--- src/hdl/i2c_seq_pkg.sv ---
package i2c_seq_pkg;

    // Bus bit count per byte
    localparam int unsigned BITS_PER_BYTE = 8;

    // Configuration port geometry
    localparam int unsigned CFG_ADDR_W = 2;
    localparam int unsigned CFG_DATA_W = 16;

    // Configuration register indexes
    localparam logic [CFG_ADDR_W-1:0] CFG_PHASE_TICKS      = 2'd0;
    localparam logic [CFG_ADDR_W-1:0] CFG_ACK_POLL_LIMIT   = 2'd1;
    localparam logic [CFG_ADDR_W-1:0] CFG_POST_WRITE_TICKS = 2'd2;

    // Configuration reset values
    localparam logic [15:0] PHASE_TICKS_RST      = 16'd20;
    localparam logic [7:0]  ACK_POLL_LIMIT_RST   = 8'd250;
    localparam logic [15:0] POST_WRITE_TICKS_RST = 16'd40;

    // Opcodes on the command bus
    localparam logic [2:0] OPC_START = 3'd0;
    localparam logic [2:0] OPC_STOP  = 3'd1;
    localparam logic [2:0] OPC_WRITE = 3'd2;
    localparam logic [2:0] OPC_WAIT  = 3'd3;
    localparam logic [2:0] OPC_READ  = 3'd4;

    // Sequence being executed by the bus engine
    typedef enum logic [2:0] {
        OP_IDLE  = 3'd0,
        OP_START = 3'd1,
        OP_STOP  = 3'd2,
        OP_WRITE = 3'd3,
        OP_WAIT  = 3'd4,
        OP_READ  = 3'd5
    } op_t;

    // Outcome of one phase action
    typedef enum logic [1:0] {
        ACT_END   = 2'd0,
        ACT_POLL  = 2'd1,
        ACT_DELAY = 2'd2,
        ACT_ZERO  = 2'd3
    } act_t;

    // Classified tick as queued between front and back
    typedef struct packed {
        logic       legal;
        op_t        op;
        logic [7:0] tx_byte;
        logic       send_ack;
        logic       sda_in;
    } entry_t;

    // Configuration bundle
    typedef struct packed {
        logic [15:0] phase_ticks;
        logic [7:0]  ack_poll_limit;
        logic [15:0] post_write_ticks;
    } cfg_t;

    // One result per tick
    typedef struct packed {
        logic       scl_level;
        logic       sda_level;
        logic       sda_drive;
        logic       busy_res;
        logic       done_res;
        logic [7:0] rx_byte;
    } result_t;

endpackage

--- src/hdl/i2c_seq_if.sv ---
interface i2c_seq_in_if;
    logic       valid;
    logic       ready;
    logic       cmd_valid;
    logic [2:0] opcode;
    logic [7:0] tx_byte;
    logic       send_ack;
    logic       sda_in;

    modport source (output valid, cmd_valid, opcode, tx_byte, send_ack, sda_in, input ready);
    modport sink (input valid, cmd_valid, opcode, tx_byte, send_ack, sda_in, output ready);
endinterface

interface i2c_seq_out_if;
    logic       valid;
    logic       ready;
    logic       scl_level;
    logic       sda_level;
    logic       sda_drive;
    logic       busy_res;
    logic       done_res;
    logic [7:0] rx_byte;

    modport source (output valid, scl_level, sda_level, sda_drive, busy_res, done_res, rx_byte,
                    input ready);
    modport sink (input valid, scl_level, sda_level, sda_drive, busy_res, done_res, rx_byte,
                  output ready);
endinterface

--- src/hdl/i2c_seq_front.sv ---
module i2c_seq_front (
    i2c_seq_in_if.sink          in_ch,
    output logic                push_valid,
    input  logic                push_ready,
    output i2c_seq_pkg::entry_t push_data
);
    import i2c_seq_pkg::*;

    // Handshake passes straight to the queue
    assign push_valid = in_ch.valid;
    assign in_ch.ready = push_ready;

    // Classify the command: only a flagged, known opcode starts a sequence
    always_comb
    begin
        push_data.legal    = 1'b0;
        push_data.op       = OP_IDLE;
        push_data.tx_byte  = in_ch.tx_byte;
        push_data.send_ack = in_ch.send_ack;
        push_data.sda_in   = in_ch.sda_in;
        if (in_ch.cmd_valid)
        begin
            push_data.legal = 1'b1;
            case (in_ch.opcode)
                OPC_START: push_data.op = OP_START;
                OPC_STOP:  push_data.op = OP_STOP;
                OPC_WRITE: push_data.op = OP_WRITE;
                OPC_WAIT:  push_data.op = OP_WAIT;
                OPC_READ:  push_data.op = OP_READ;
                default:   push_data.legal = 1'b0;
            endcase
        end
    end

endmodule

--- src/hdl/i2c_seq_fifo.sv ---
module i2c_seq_fifo #(
    parameter int unsigned DEPTH = 4
) (
    input  logic                clk,
    input  logic                rst_n,
    input  logic                push_valid,
    output logic                push_ready,
    input  i2c_seq_pkg::entry_t push_data,
    output logic                pop_valid,
    input  logic                pop_ready,
    output i2c_seq_pkg::entry_t pop_data
);
    import i2c_seq_pkg::*;

    localparam int unsigned PTR_W = (DEPTH > 1) ? $clog2(DEPTH) : 1;
    localparam int unsigned CNT_W = $clog2(DEPTH + 1);
    localparam logic [PTR_W-1:0] PTR_LAST = PTR_W'(DEPTH - 1);
    localparam logic [CNT_W-1:0] CNT_FULL = CNT_W'(DEPTH);

    entry_t           mem_reg [DEPTH];
    logic [PTR_W-1:0] wr_ptr_reg, wr_ptr_next;
    logic [PTR_W-1:0] rd_ptr_reg, rd_ptr_next;
    logic [CNT_W-1:0] count_reg, count_next;
    logic             push, pop;

    assign push_ready = (count_reg != CNT_FULL);
    assign pop_valid  = (count_reg != '0);
    assign pop_data   = mem_reg[rd_ptr_reg];
    assign push       = push_valid && push_ready;
    assign pop        = pop_valid && pop_ready;

    // Pointer and fill count update
    always_comb
    begin
        wr_ptr_next = wr_ptr_reg;
        rd_ptr_next = rd_ptr_reg;
        count_next  = count_reg;
        if (push)
        begin
            wr_ptr_next = (wr_ptr_reg == PTR_LAST) ? '0 : wr_ptr_reg + 1'b1;
        end
        if (pop)
        begin
            rd_ptr_next = (rd_ptr_reg == PTR_LAST) ? '0 : rd_ptr_reg + 1'b1;
        end
        if (push && !pop)
        begin
            count_next = count_reg + 1'b1;
        end
        else if (pop && !push)
        begin
            count_next = count_reg - 1'b1;
        end
    end

    always_ff @(posedge clk or negedge rst_n)
    begin
        if (!rst_n)
        begin
            wr_ptr_reg <= '0;
            rd_ptr_reg <= '0;
            count_reg  <= '0;
        end
        else
        begin
            wr_ptr_reg <= wr_ptr_next;
            rd_ptr_reg <= rd_ptr_next;
            count_reg  <= count_next;
        end
    end

    // Storage, no reset needed
    always_ff @(posedge clk)
    begin
        if (push)
        begin
            mem_reg[wr_ptr_reg] <= push_data;
        end
    end

endmodule

--- src/hdl/i2c_seq_back.sv ---
module i2c_seq_back (
    input  logic                clk,
    input  logic                rst_n,
    input  i2c_seq_pkg::cfg_t   cfg,
    input  logic                head_valid,
    output logic                head_ready,
    input  i2c_seq_pkg::entry_t head,
    i2c_seq_out_if.source       out_ch
);
    import i2c_seq_pkg::*;

    // Bus engine state
    op_t         op_reg, op_next;
    logic [3:0]  step_reg, step_next;
    logic [3:0]  bit_reg, bit_next;
    logic [15:0] tick_reg, tick_next;
    logic [7:0]  poll_reg, poll_next;
    logic [7:0]  sr_reg, sr_next;
    logic        ack_reg, ack_next;
    logic [7:0]  rx_reg, rx_next;
    logic        scl_reg, scl_next;
    logic        sda_reg, sda_next;
    logic        drv_reg, drv_next;
    logic        chain_reg, chain_next;

    // Output stage
    result_t     out_res_reg, out_res_next;
    logic        out_valid_reg, out_valid_next;

    logic        slot_free;
    logic        work_en;
    logic        emit;
    logic        done;
    logic        run;
    act_t        act;
    logic [15:0] delay_val;
    op_t         op_w;
    logic [3:0]  step_w;
    logic        start_cmd;

    assign slot_free  = !out_valid_reg || out_ch.ready;
    assign work_en    = head_valid && slot_free;
    assign start_cmd  = !chain_reg && (op_reg == OP_IDLE) && head.legal;
    assign op_w       = start_cmd ? head.op : op_reg;
    assign step_w     = start_cmd ? 4'd0 : step_reg;

    // Next state: one phase action per cycle while the head tick can be worked, zero-length phases chain over cycles
    always_comb
    begin
        op_next    = op_w;
        step_next  = step_w;
        bit_next   = bit_reg;
        tick_next  = tick_reg;
        poll_next  = poll_reg;
        sr_next    = (start_cmd && head.op == OP_WRITE) ? head.tx_byte : sr_reg;
        ack_next   = (start_cmd && head.op == OP_READ) ? head.send_ack : ack_reg;
        rx_next    = rx_reg;
        scl_next   = scl_reg;
        sda_next   = sda_reg;
        drv_next   = drv_reg;
        chain_next = 1'b0;
        run        = 1'b0;
        act        = ACT_END;
        delay_val  = cfg.phase_ticks;
        emit       = 1'b1;
        done       = 1'b0;

        if (!chain_reg && op_reg == OP_IDLE)
        begin
            run = head.legal;
        end
        else if (!chain_reg && tick_reg != '0)
        begin
            tick_next = tick_reg - 16'd1;
        end
        else
        begin
            run = 1'b1;
        end

        if (run)
        begin
            case (op_w)
                OP_START:
                begin
                    act = ACT_DELAY;
                    step_next = step_w + 4'd1;
                    case (step_w)
                        4'd0:
                        begin
                            scl_next = 1'b1;
                            sda_next = 1'b1;
                            drv_next = 1'b1;
                        end
                        4'd1: sda_next = 1'b0;
                        4'd2: ;
                        4'd3: scl_next = 1'b0;
                        4'd4: ;
                        default:
                        begin
                            act = ACT_END;
                            step_next = step_w;
                        end
                    endcase
                end
                OP_STOP:
                begin
                    act = ACT_DELAY;
                    step_next = step_w + 4'd1;
                    case (step_w)
                        4'd0:
                        begin
                            drv_next = 1'b1;
                            scl_next = 1'b0;
                        end
                        4'd1: sda_next = 1'b0;
                        4'd2: scl_next = 1'b1;
                        4'd3: sda_next = 1'b1;
                        default:
                        begin
                            act = ACT_END;
                            step_next = step_w;
                        end
                    endcase
                end
                OP_WAIT:
                begin
                    case (step_w)
                        4'd0:
                        begin
                            drv_next = 1'b0;
                            sda_next = 1'b1;
                            step_next = 4'd1;
                            act = ACT_DELAY;
                        end
                        4'd1:
                        begin
                            scl_next = 1'b1;
                            poll_next = '0;
                            step_next = 4'd2;
                            act = ACT_DELAY;
                        end
                        4'd2:
                        begin
                            // Poll while SDA stays high and the limit is not reached
                            if (head.sda_in && poll_reg < cfg.ack_poll_limit)
                            begin
                                poll_next = poll_reg + 8'd1;
                                act = ACT_POLL;
                            end
                            else
                            begin
                                step_next = 4'd3;
                                act = ACT_ZERO;
                            end
                        end
                        4'd3:
                        begin
                            scl_next = 1'b0;
                            step_next = 4'd4;
                            act = ACT_DELAY;
                        end
                        default: act = ACT_END;
                    endcase
                end
                OP_WRITE:
                begin
                    case (step_w)
                        4'd0:
                        begin
                            scl_next = 1'b0;
                            drv_next = 1'b1;
                            bit_next = '0;
                            step_next = 4'd1;
                            act = ACT_ZERO;
                        end
                        4'd1:
                        begin
                            step_next = 4'd2;
                            act = ACT_DELAY;
                        end
                        4'd2:
                        begin
                            sda_next = sr_next[7];
                            sr_next = {sr_next[6:0], 1'b0};
                            step_next = 4'd3;
                            act = ACT_DELAY;
                        end
                        4'd3:
                        begin
                            scl_next = 1'b1;
                            step_next = 4'd4;
                            act = ACT_DELAY;
                        end
                        4'd4:
                        begin
                            scl_next = 1'b0;
                            bit_next = bit_reg + 4'd1;
                            step_next = (bit_next < 4'(BITS_PER_BYTE)) ? 4'd1 : 4'd5;
                            act = ACT_ZERO;
                        end
                        4'd5:
                        begin
                            step_next = 4'd6;
                            delay_val = cfg.post_write_ticks;
                            act = ACT_DELAY;
                        end
                        default: act = ACT_END;
                    endcase
                end
                OP_READ:
                begin
                    case (step_w)
                        4'd0:
                        begin
                            scl_next = 1'b0;
                            drv_next = 1'b0;
                            sda_next = 1'b1;
                            bit_next = '0;
                            sr_next = '0;
                            step_next = 4'd1;
                            act = ACT_ZERO;
                        end
                        4'd1:
                        begin
                            scl_next = 1'b0;
                            step_next = 4'd2;
                            act = ACT_DELAY;
                        end
                        4'd2:
                        begin
                            scl_next = 1'b1;
                            step_next = 4'd3;
                            act = ACT_DELAY;
                        end
                        4'd3:
                        begin
                            sr_next = {sr_reg[6:0], head.sda_in};
                            bit_next = bit_reg + 4'd1;
                            step_next = (bit_next < 4'(BITS_PER_BYTE)) ? 4'd1 : 4'd4;
                            act = ACT_DELAY;
                        end
                        4'd4:
                        begin
                            rx_next = sr_reg;
                            scl_next = 1'b0;
                            drv_next = 1'b1;
                            sda_next = !ack_reg;
                            step_next = 4'd5;
                            act = ACT_DELAY;
                        end
                        4'd5:
                        begin
                            scl_next = 1'b1;
                            step_next = 4'd6;
                            act = ACT_DELAY;
                        end
                        4'd6:
                        begin
                            scl_next = 1'b0;
                            step_next = 4'd7;
                            act = ACT_ZERO;
                        end
                        default: act = ACT_END;
                    endcase
                end
                default: act = ACT_END;
            endcase

            // A phase of zero ticks chains into the next action
            if (act == ACT_DELAY && delay_val == '0)
            begin
                act = ACT_ZERO;
            end

            case (act)
                ACT_END:
                begin
                    op_next   = OP_IDLE;
                    step_next = '0;
                    tick_next = '0;
                    done      = 1'b1;
                end
                ACT_POLL:  tick_next = '0;
                ACT_DELAY: tick_next = delay_val - 16'd1;
                ACT_ZERO:
                begin
                    chain_next = 1'b1;
                    emit = 1'b0;
                end
                default:   tick_next = '0;
            endcase
        end
    end

    // Outputs: result register and queue pop
    always_comb
    begin
        head_ready     = slot_free && emit;
        out_valid_next = out_valid_reg && !out_ch.ready;
        out_res_next   = out_res_reg;
        if (work_en && emit)
        begin
            out_valid_next         = 1'b1;
            out_res_next.scl_level = scl_next;
            out_res_next.sda_level = sda_next;
            out_res_next.sda_drive = drv_next;
            out_res_next.busy_res  = (op_next != OP_IDLE);
            out_res_next.done_res  = done;
            out_res_next.rx_byte   = rx_next;
        end
    end

    assign out_ch.valid     = out_valid_reg;
    assign out_ch.scl_level = out_res_reg.scl_level;
    assign out_ch.sda_level = out_res_reg.sda_level;
    assign out_ch.sda_drive = out_res_reg.sda_drive;
    assign out_ch.busy_res  = out_res_reg.busy_res;
    assign out_ch.done_res  = out_res_reg.done_res;
    assign out_ch.rx_byte   = out_res_reg.rx_byte;

    // Engine registers advance only when the head tick can be worked
    always_ff @(posedge clk or negedge rst_n)
    begin
        if (!rst_n)
        begin
            op_reg    <= OP_IDLE;
            step_reg  <= '0;
            bit_reg   <= '0;
            tick_reg  <= '0;
            poll_reg  <= '0;
            sr_reg    <= '0;
            ack_reg   <= 1'b0;
            rx_reg    <= '0;
            scl_reg   <= 1'b1;
            sda_reg   <= 1'b1;
            drv_reg   <= 1'b1;
            chain_reg <= 1'b0;
        end
        else if (work_en)
        begin
            op_reg    <= op_next;
            step_reg  <= step_next;
            bit_reg   <= bit_next;
            tick_reg  <= tick_next;
            poll_reg  <= poll_next;
            sr_reg    <= sr_next;
            ack_reg   <= ack_next;
            rx_reg    <= rx_next;
            scl_reg   <= scl_next;
            sda_reg   <= sda_next;
            drv_reg   <= drv_next;
            chain_reg <= chain_next;
        end
    end

    always_ff @(posedge clk or negedge rst_n)
    begin
        if (!rst_n)
        begin
            out_valid_reg <= 1'b0;
        end
        else
        begin
            out_valid_reg <= out_valid_next;
        end
    end

    always_ff @(posedge clk)
    begin
        out_res_reg <= out_res_next;
    end

endmodule

--- src/hdl/i2c_master_byte_sequencer_top.sv ---
// A tick's result is registered: the tick passes through the queue and then the result
// register. Each zero-delay action chained inside the tick keeps the tick at the queue head,
// one action a cycle while the result register is free. Throughput: one tick per cycle while
// the result register is free; a chain holds the queue until a delay, a poll or the end.
// Reset: asynchronous, active low; bus idle with SCL high and SDA driven high, config
// registers at 20 / 250 / 40, queue and result register empty.
module i2c_master_byte_sequencer_top #(
    parameter int unsigned QUEUE_DEPTH = 4
) (
    input  logic                               clk,
    input  logic                               rst_n,
    input  logic                               cfg_we,
    input  logic [i2c_seq_pkg::CFG_ADDR_W-1:0] cfg_addr,
    input  logic [i2c_seq_pkg::CFG_DATA_W-1:0] cfg_wdata,
    i2c_seq_in_if.sink                         in_ch,
    i2c_seq_out_if.source                      out_ch
);
    import i2c_seq_pkg::*;

    cfg_t   cfg_reg;
    logic   push_valid, push_ready;
    entry_t push_data;
    logic   head_valid, head_ready;
    entry_t head;

    // Configuration registers
    always_ff @(posedge clk or negedge rst_n)
    begin
        if (!rst_n)
        begin
            cfg_reg.phase_ticks      <= PHASE_TICKS_RST;
            cfg_reg.ack_poll_limit   <= ACK_POLL_LIMIT_RST;
            cfg_reg.post_write_ticks <= POST_WRITE_TICKS_RST;
        end
        else if (cfg_we)
        begin
            case (cfg_addr)
                CFG_PHASE_TICKS:      cfg_reg.phase_ticks      <= cfg_wdata;
                CFG_ACK_POLL_LIMIT:   cfg_reg.ack_poll_limit   <= cfg_wdata[7:0];
                CFG_POST_WRITE_TICKS: cfg_reg.post_write_ticks <= cfg_wdata;
                default: ;
            endcase
        end
    end

    // Front: accept and classify
    i2c_seq_front u_front (
        .in_ch      (in_ch),
        .push_valid (push_valid),
        .push_ready (push_ready),
        .push_data  (push_data)
    );

    // Queue between front and bus engine
    i2c_seq_fifo #(
        .DEPTH (QUEUE_DEPTH)
    ) u_fifo (
        .clk        (clk),
        .rst_n      (rst_n),
        .push_valid (push_valid),
        .push_ready (push_ready),
        .push_data  (push_data),
        .pop_valid  (head_valid),
        .pop_ready  (head_ready),
        .pop_data   (head)
    );

    // Back: bus engine and result register
    i2c_seq_back u_back (
        .clk        (clk),
        .rst_n      (rst_n),
        .cfg        (cfg_reg),
        .head_valid (head_valid),
        .head_ready (head_ready),
        .head       (head),
        .out_ch     (out_ch)
    );

    // A finishing transaction never reports busy
    a_done_not_busy: assert property (@(posedge clk) disable iff (!rst_n)
        (out_ch.valid && out_ch.done_res) |-> !out_ch.busy_res)
        else $error("done_res raised while busy_res still set");

    // SDA is released only with its output register high
    a_release_high: assert property (@(posedge clk) disable iff (!rst_n)
        (out_ch.valid && !out_ch.sda_drive) |-> out_ch.sda_level)
        else $error("SDA released with output register low");

endmodule

--- src/flat_wrapper.sv ---
// flat-port wrapper written by rule: the top's interface ports become plain ports
module i2c_master_byte_sequencer_top_flat import i2c_seq_pkg::*;
#(
    parameter int unsigned QUEUE_DEPTH = 4
)
  (clk, rst_n, cfg_we, cfg_addr, cfg_wdata, in_ch_valid, in_ch_cmd_valid, in_ch_opcode, in_ch_tx_byte, in_ch_send_ack, in_ch_sda_in, in_ch_ready, out_ch_valid, out_ch_scl_level, out_ch_sda_level, out_ch_sda_drive, out_ch_busy_res, out_ch_done_res, out_ch_rx_byte, out_ch_ready);
  i2c_seq_in_if in_ch_i ();
  i2c_seq_out_if out_ch_i ();
  input  logic clk;
  input  logic rst_n;
  input  logic cfg_we;
  input  logic [i2c_seq_pkg::CFG_ADDR_W-1:0] cfg_addr;
  input  logic [i2c_seq_pkg::CFG_DATA_W-1:0] cfg_wdata;
  input wire logic [$bits(in_ch_i.valid)-1:0] in_ch_valid;
  input wire logic [$bits(in_ch_i.cmd_valid)-1:0] in_ch_cmd_valid;
  input wire logic [$bits(in_ch_i.opcode)-1:0] in_ch_opcode;
  input wire logic [$bits(in_ch_i.tx_byte)-1:0] in_ch_tx_byte;
  input wire logic [$bits(in_ch_i.send_ack)-1:0] in_ch_send_ack;
  input wire logic [$bits(in_ch_i.sda_in)-1:0] in_ch_sda_in;
  output wire logic [$bits(in_ch_i.ready)-1:0] in_ch_ready;
  output wire logic [$bits(out_ch_i.valid)-1:0] out_ch_valid;
  output wire logic [$bits(out_ch_i.scl_level)-1:0] out_ch_scl_level;
  output wire logic [$bits(out_ch_i.sda_level)-1:0] out_ch_sda_level;
  output wire logic [$bits(out_ch_i.sda_drive)-1:0] out_ch_sda_drive;
  output wire logic [$bits(out_ch_i.busy_res)-1:0] out_ch_busy_res;
  output wire logic [$bits(out_ch_i.done_res)-1:0] out_ch_done_res;
  output wire logic [$bits(out_ch_i.rx_byte)-1:0] out_ch_rx_byte;
  input wire logic [$bits(out_ch_i.ready)-1:0] out_ch_ready;
  assign in_ch_i.valid = in_ch_valid;
  assign in_ch_i.cmd_valid = in_ch_cmd_valid;
  assign in_ch_i.opcode = in_ch_opcode;
  assign in_ch_i.tx_byte = in_ch_tx_byte;
  assign in_ch_i.send_ack = in_ch_send_ack;
  assign in_ch_i.sda_in = in_ch_sda_in;
  assign in_ch_ready = in_ch_i.ready;
  assign out_ch_valid = out_ch_i.valid;
  assign out_ch_scl_level = out_ch_i.scl_level;
  assign out_ch_sda_level = out_ch_i.sda_level;
  assign out_ch_sda_drive = out_ch_i.sda_drive;
  assign out_ch_busy_res = out_ch_i.busy_res;
  assign out_ch_done_res = out_ch_i.done_res;
  assign out_ch_rx_byte = out_ch_i.rx_byte;
  assign out_ch_i.ready = out_ch_ready;
  i2c_master_byte_sequencer_top #(.QUEUE_DEPTH(QUEUE_DEPTH)) u_core (.clk(clk), .rst_n(rst_n), .cfg_we(cfg_we), .cfg_addr(cfg_addr), .cfg_wdata(cfg_wdata), .in_ch(in_ch_i), .out_ch(out_ch_i));
endmodule
--- config.mk ---
export PLATFORM = sky130hd
export DESIGN_NAME = i2c_master_byte_sequencer_top_flat
export DESIGN_NICKNAME = d
export VERILOG_FILES = /design/src/hdl/i2c_seq_pkg.sv /design/src/hdl/i2c_seq_if.sv /design/src/hdl/i2c_seq_front.sv /design/src/hdl/i2c_seq_fifo.sv /design/src/hdl/i2c_seq_back.sv /design/src/hdl/i2c_master_byte_sequencer_top.sv /design/src/flat_wrapper.sv
export SDC_FILE = /design/constraint.sdc
export NUM_CORES = 1
export LEC_CHECK = 0
export BUFFER_PORTS_ARGS = -buffer_cell sky130_fd_sc_hd__buf_2
export CAP_MARGIN = 20
export CORE_MARGIN = 4
export CORE_UTILIZATION = 40
export DETAILED_ROUTE_END_ITERATION = 10
export SLEW_MARGIN = 25
export SYNTH_ARGS = -nofsm -noshare
export SYNTH_HDL_FRONTEND = slang
export SYNTH_SLANG_ARGS = --single-unit
--- constraint.sdc ---
create_clock -name clk -period 5.6 [get_ports clk]
set_input_delay 0 -clock clk [delete_from_list [all_inputs] [get_ports clk]]
set_output_delay 0 -clock clk [all_outputs]
set_load 0.005 [all_outputs]
==> out/qor.txt <==
status: complete, no violations
number of global-route vias before repair: 6,541
Final setup viols: 0
highest clock rate: 192 MHz
Peak VDD IR: 0.320 mV
GP Congestion: 0.916
DR vias: 6,723
Starting Density: 0.408
All-Layer GR Usage: 0.164
port bufs: 51
final hold viol count: 0
LEAKAGE: 4.39 nW
sequential area share after synthesis: 0.507
CORE AREA: 0.0227 mm²
syn_nets: 867
Final Core Density: 0.473
Final Critical Period: 5.21 ns
Post-synth EDFFs: 69
Post-DP HPWL: 14.5 mm
post-synthesis async set-or-reset flop share: 0.601
CP arrival: 5.56 ns
clock skew: 0.0121 ns
final wirelength: 21.0 mm
CTS Buffer Depth: 2
initial antenna violation count: 0
detail-routed via count per cell: 5.65
final instance area: 0.0108 mm²
Nets: 946
clk sinks: 173
#FFs+latches synth: 173
setup tns final: 0 ns
CP max stage delay: 0.59 ns
clk_lat worst skew: 0.43 ns
Post-DP Area: 0.00981 mm²
Setup CP Type: reg2reg
Die ar.: 0.0256 mm²
initial DRC count: 532
synth warn: 0
worst hold margin: 0.0442 ns
PwrDens: 512 mW/mm²
Mapped Avg Cell Area: 11.4 µm²
synthesized area: 0.00926 mm²
Routed wire per std cell: 17.6 µm
first-pass GRT wire length: 34.2 mm
worst-margin pin slew: 0.911 ns
Worst Path Max Fanout: 14
Mapped Cells: 812
area leader, netlist: dfrtp_1
Chip Height: 160 µm
Reg clk slew, reported paths: 0.07 ns
Post-CTS Resized: 0
max-slew violations: 0
max_slew headroom: 0.391
GRT overflow: 0
root buffer cell: clkbuf_16
dominant synthesized flop cell: dfrtp_1
DRT antenna net count: 0
Max stage delay cell, worst path: mux4_2
CP Buf/Inv Count: 2
CTS tree: yes
H-tree depth: 4
DR pass1 iterations: 5
share of Yosys cell area claimed by the top area cell type: 0.246
part of the cycle the worst path needs: 0.930
drt drc: 0
Die X: 160 µm
share of layout cells above drive strength 1: 0.236
number of flip-flops in the largest register: 56
RSZ-0062 raised after global routing: no
Hold WC Path Type: in2reg
largest net degree at the start of global routing: 54
Layout area overhead: 16.1%
max cap viols: 0
CP top delay family: simple AND/OR/NAND/NOR gates
synth unique cells: 88
worst path cell trace: mux4_2 -> and2_4 -> nor3_1 -> nand4_2 -> buf_4 -> mux2i_1 -> ha_1 -> nand2_1 -> or2_2 -> nand2b_1 -> nor3_1 -> a211o_1 -> nand2_2 -> o21ai_4 -> ha_1 -> inv_1 -> fa_1 -> xor2_1 -> nor2_1 -> xor2_1
# diodes: 0
endpoint class of the critical path: register
CTS buffer count: 17
# rows: 55
startpoint types: register
worst endpoint required time: 5.95 ns
largest cells by area after synthesis: dfrtp_1, edfxtp_1, mux2_2, dfstp_2, nor2_1
# IOs: 52
-- worst reg2reg max path: stages, from the launching register on --
cell and delay (ns):
dfrtp_1 0.56, mux4_2 0.60, and2_4 0.24, nor3_1 0.28, nand4_2 0.20, buf_4 0.24
mux2i_1 0.16, ha_1 0.27, nand2_1 0.09, or2_2 0.32, nand2b_1 0.20, nor3_1 0.20
a211o_1 0.25, nand2_2 0.11, o21ai_4 0.33, ha_1 0.25, inv_1 0.06, fa_1 0.37
xor2_1 0.17, nor2_1 0.11, xor2_1 0.15
-- Yosys cell counts, types with 5 or more instances --
master,instances
mux2i_1,5
nor2_1,74
o22ai_1,8
xor2_1,21
a21o_1,11
buf_2,6
dfstp_2,13
and3_1,16
a21oi_1,21
nand2_1,60
and2_1,8
nor4_1,12
clkbuf_1,21
inv_1,21
a221o_1,11
ha_1,17
or4_1,5
o21ai_0,38
mux2_2,61
nand3_1,31
nor3_1,26
a211oi_1,6
nand2b_1,12
edfxtp_1,69
dfrtp_1,91
or3_1,6
mux4_2,12
o31ai_1,5
o21ai_1,5
xnor2_1,16
buf_6,5
-- routing by layer --
layer	vias to the layer above	track usage	wire length [µm]
met4	0	0.0606	412
met2	180	0.254	9710
met1	3304	0.232	9990
met3	31	0.0281	871
met5	-	0	0
li1	3208	-	-
-- per-stage QoR --
step | std cells | power (mW) | setup slack, ns
6_report | 1189 | 5.51 | 0.391
2_1_floorplan | 812 | 3.66 | 1.02
5_1_grt | 1189 | 5.87 | 0.0275
4_1_cts | 1188 | 5.52 | 0.375
3_5_place_dp | 1125 | 4.26 | 0.375
3_3_place_gp | 1125 | 4.23 | 0.585
-- timing repair --
action	4_1_cts	5_1_grt
setup endpoints to repair	0	0
hold buffers	31	0
buffers inserted	0	0
endpoints found under the hold margin	138	0
-- layout by cell type (no fill, tap or decap), drive strengths merged, types with 14 or more instances in the layout --
cell / instances
dfrtp: 91
nor2: 75
edfxtp: 69
buf: 65
mux2: 63
nand2: 61
o21ai: 45
inv: 32
nand3: 31
dlygate4sd3: 31
nor3: 29
a21oi: 22
xor2: 21
ha: 17
clkbuf: 17
xnor2: 16
and3: 16
nor4: 14
-- worst paths after layout --
| check | start | endpoint | slack, ns | cells after the start |
|---|---|---|---|---|
| worst max-delay path | u_core.u_fifo.rd_ptr_reg[0]$_DFFE_PN0P_ | u_core.u_fifo.count_reg[2]$_DFFE_PN0P_ | 0.39 | 20 |
| worst min-delay path | in_ch_cmd_valid | u_core.u_fifo.mem_reg[3][13]$_DFFE_PP_ | 0.04 | 3 |
| worst max register to register | u_core.u_fifo.rd_ptr_reg[0]$_DFFE_PN0P_ | u_core.u_fifo.count_reg[2]$_DFFE_PN0P_ | 0.39 | 20 |
| worst min register to register | u_core.u_back.drv_reg$_DFFE_PN1P_ | u_core.u_back.drv_reg$_DFFE_PN1P_ | 0.46 | 2 |
| max in group asynchronous | rst_n | u_core.cfg_reg[30]$_DFFE_PN0P_ | 4.29 | 3 |
| min in group asynchronous | rst_n | u_core.u_back.sr_reg[4]$_DFFE_PN0P_ | 0.14 | 2 |
-- layout make-up --
| class | count | area [µm²] |
|---|---|---|
| timing repair buffer | 96 | 677 |
| sequential | 173 | 4690 |
| clock buffer | 17 | 425 |
| tap | 285 | 357 |
| inverter | 21 | 78.8 |
| multi-input combinational | 582 | 4320 |
| clock inverter | 15 | 198 |
| fill | 2055 | 12000 |
-- where the power goes --
| group | switching, mW | total [mW] | leakage, nW | internal [mW] |
|---|---|---|---|---|
| logic | 1.36 | 2.28 | 2.15 | 0.924 |
| registers | 0.285 | 1.99 | 1.94 | 1.71 |
| clock network | 0.577 | 1.23 | 0.306 | 0.655 |
| total | 2.22 | 5.51 | 4.39 | 3.29 |
-- cell families (layout without fill, tap and decap cells) --
kind of cell | Yosys count | after routing | synth area share
simple gates | 282 | 282 | 0.161
flops | 173 | 173 | 0.507
compound gates | 163 | 163 | 0.128
mux | 81 | 81 | 0.115
buf+inv | 57 | 149 | 0.0284
xor+xnor | 37 | 37 | 0.0350
fa+ha+maj | 19 | 19 | 0.0262
Note: power is estimated with default switching activity, not from simulation.
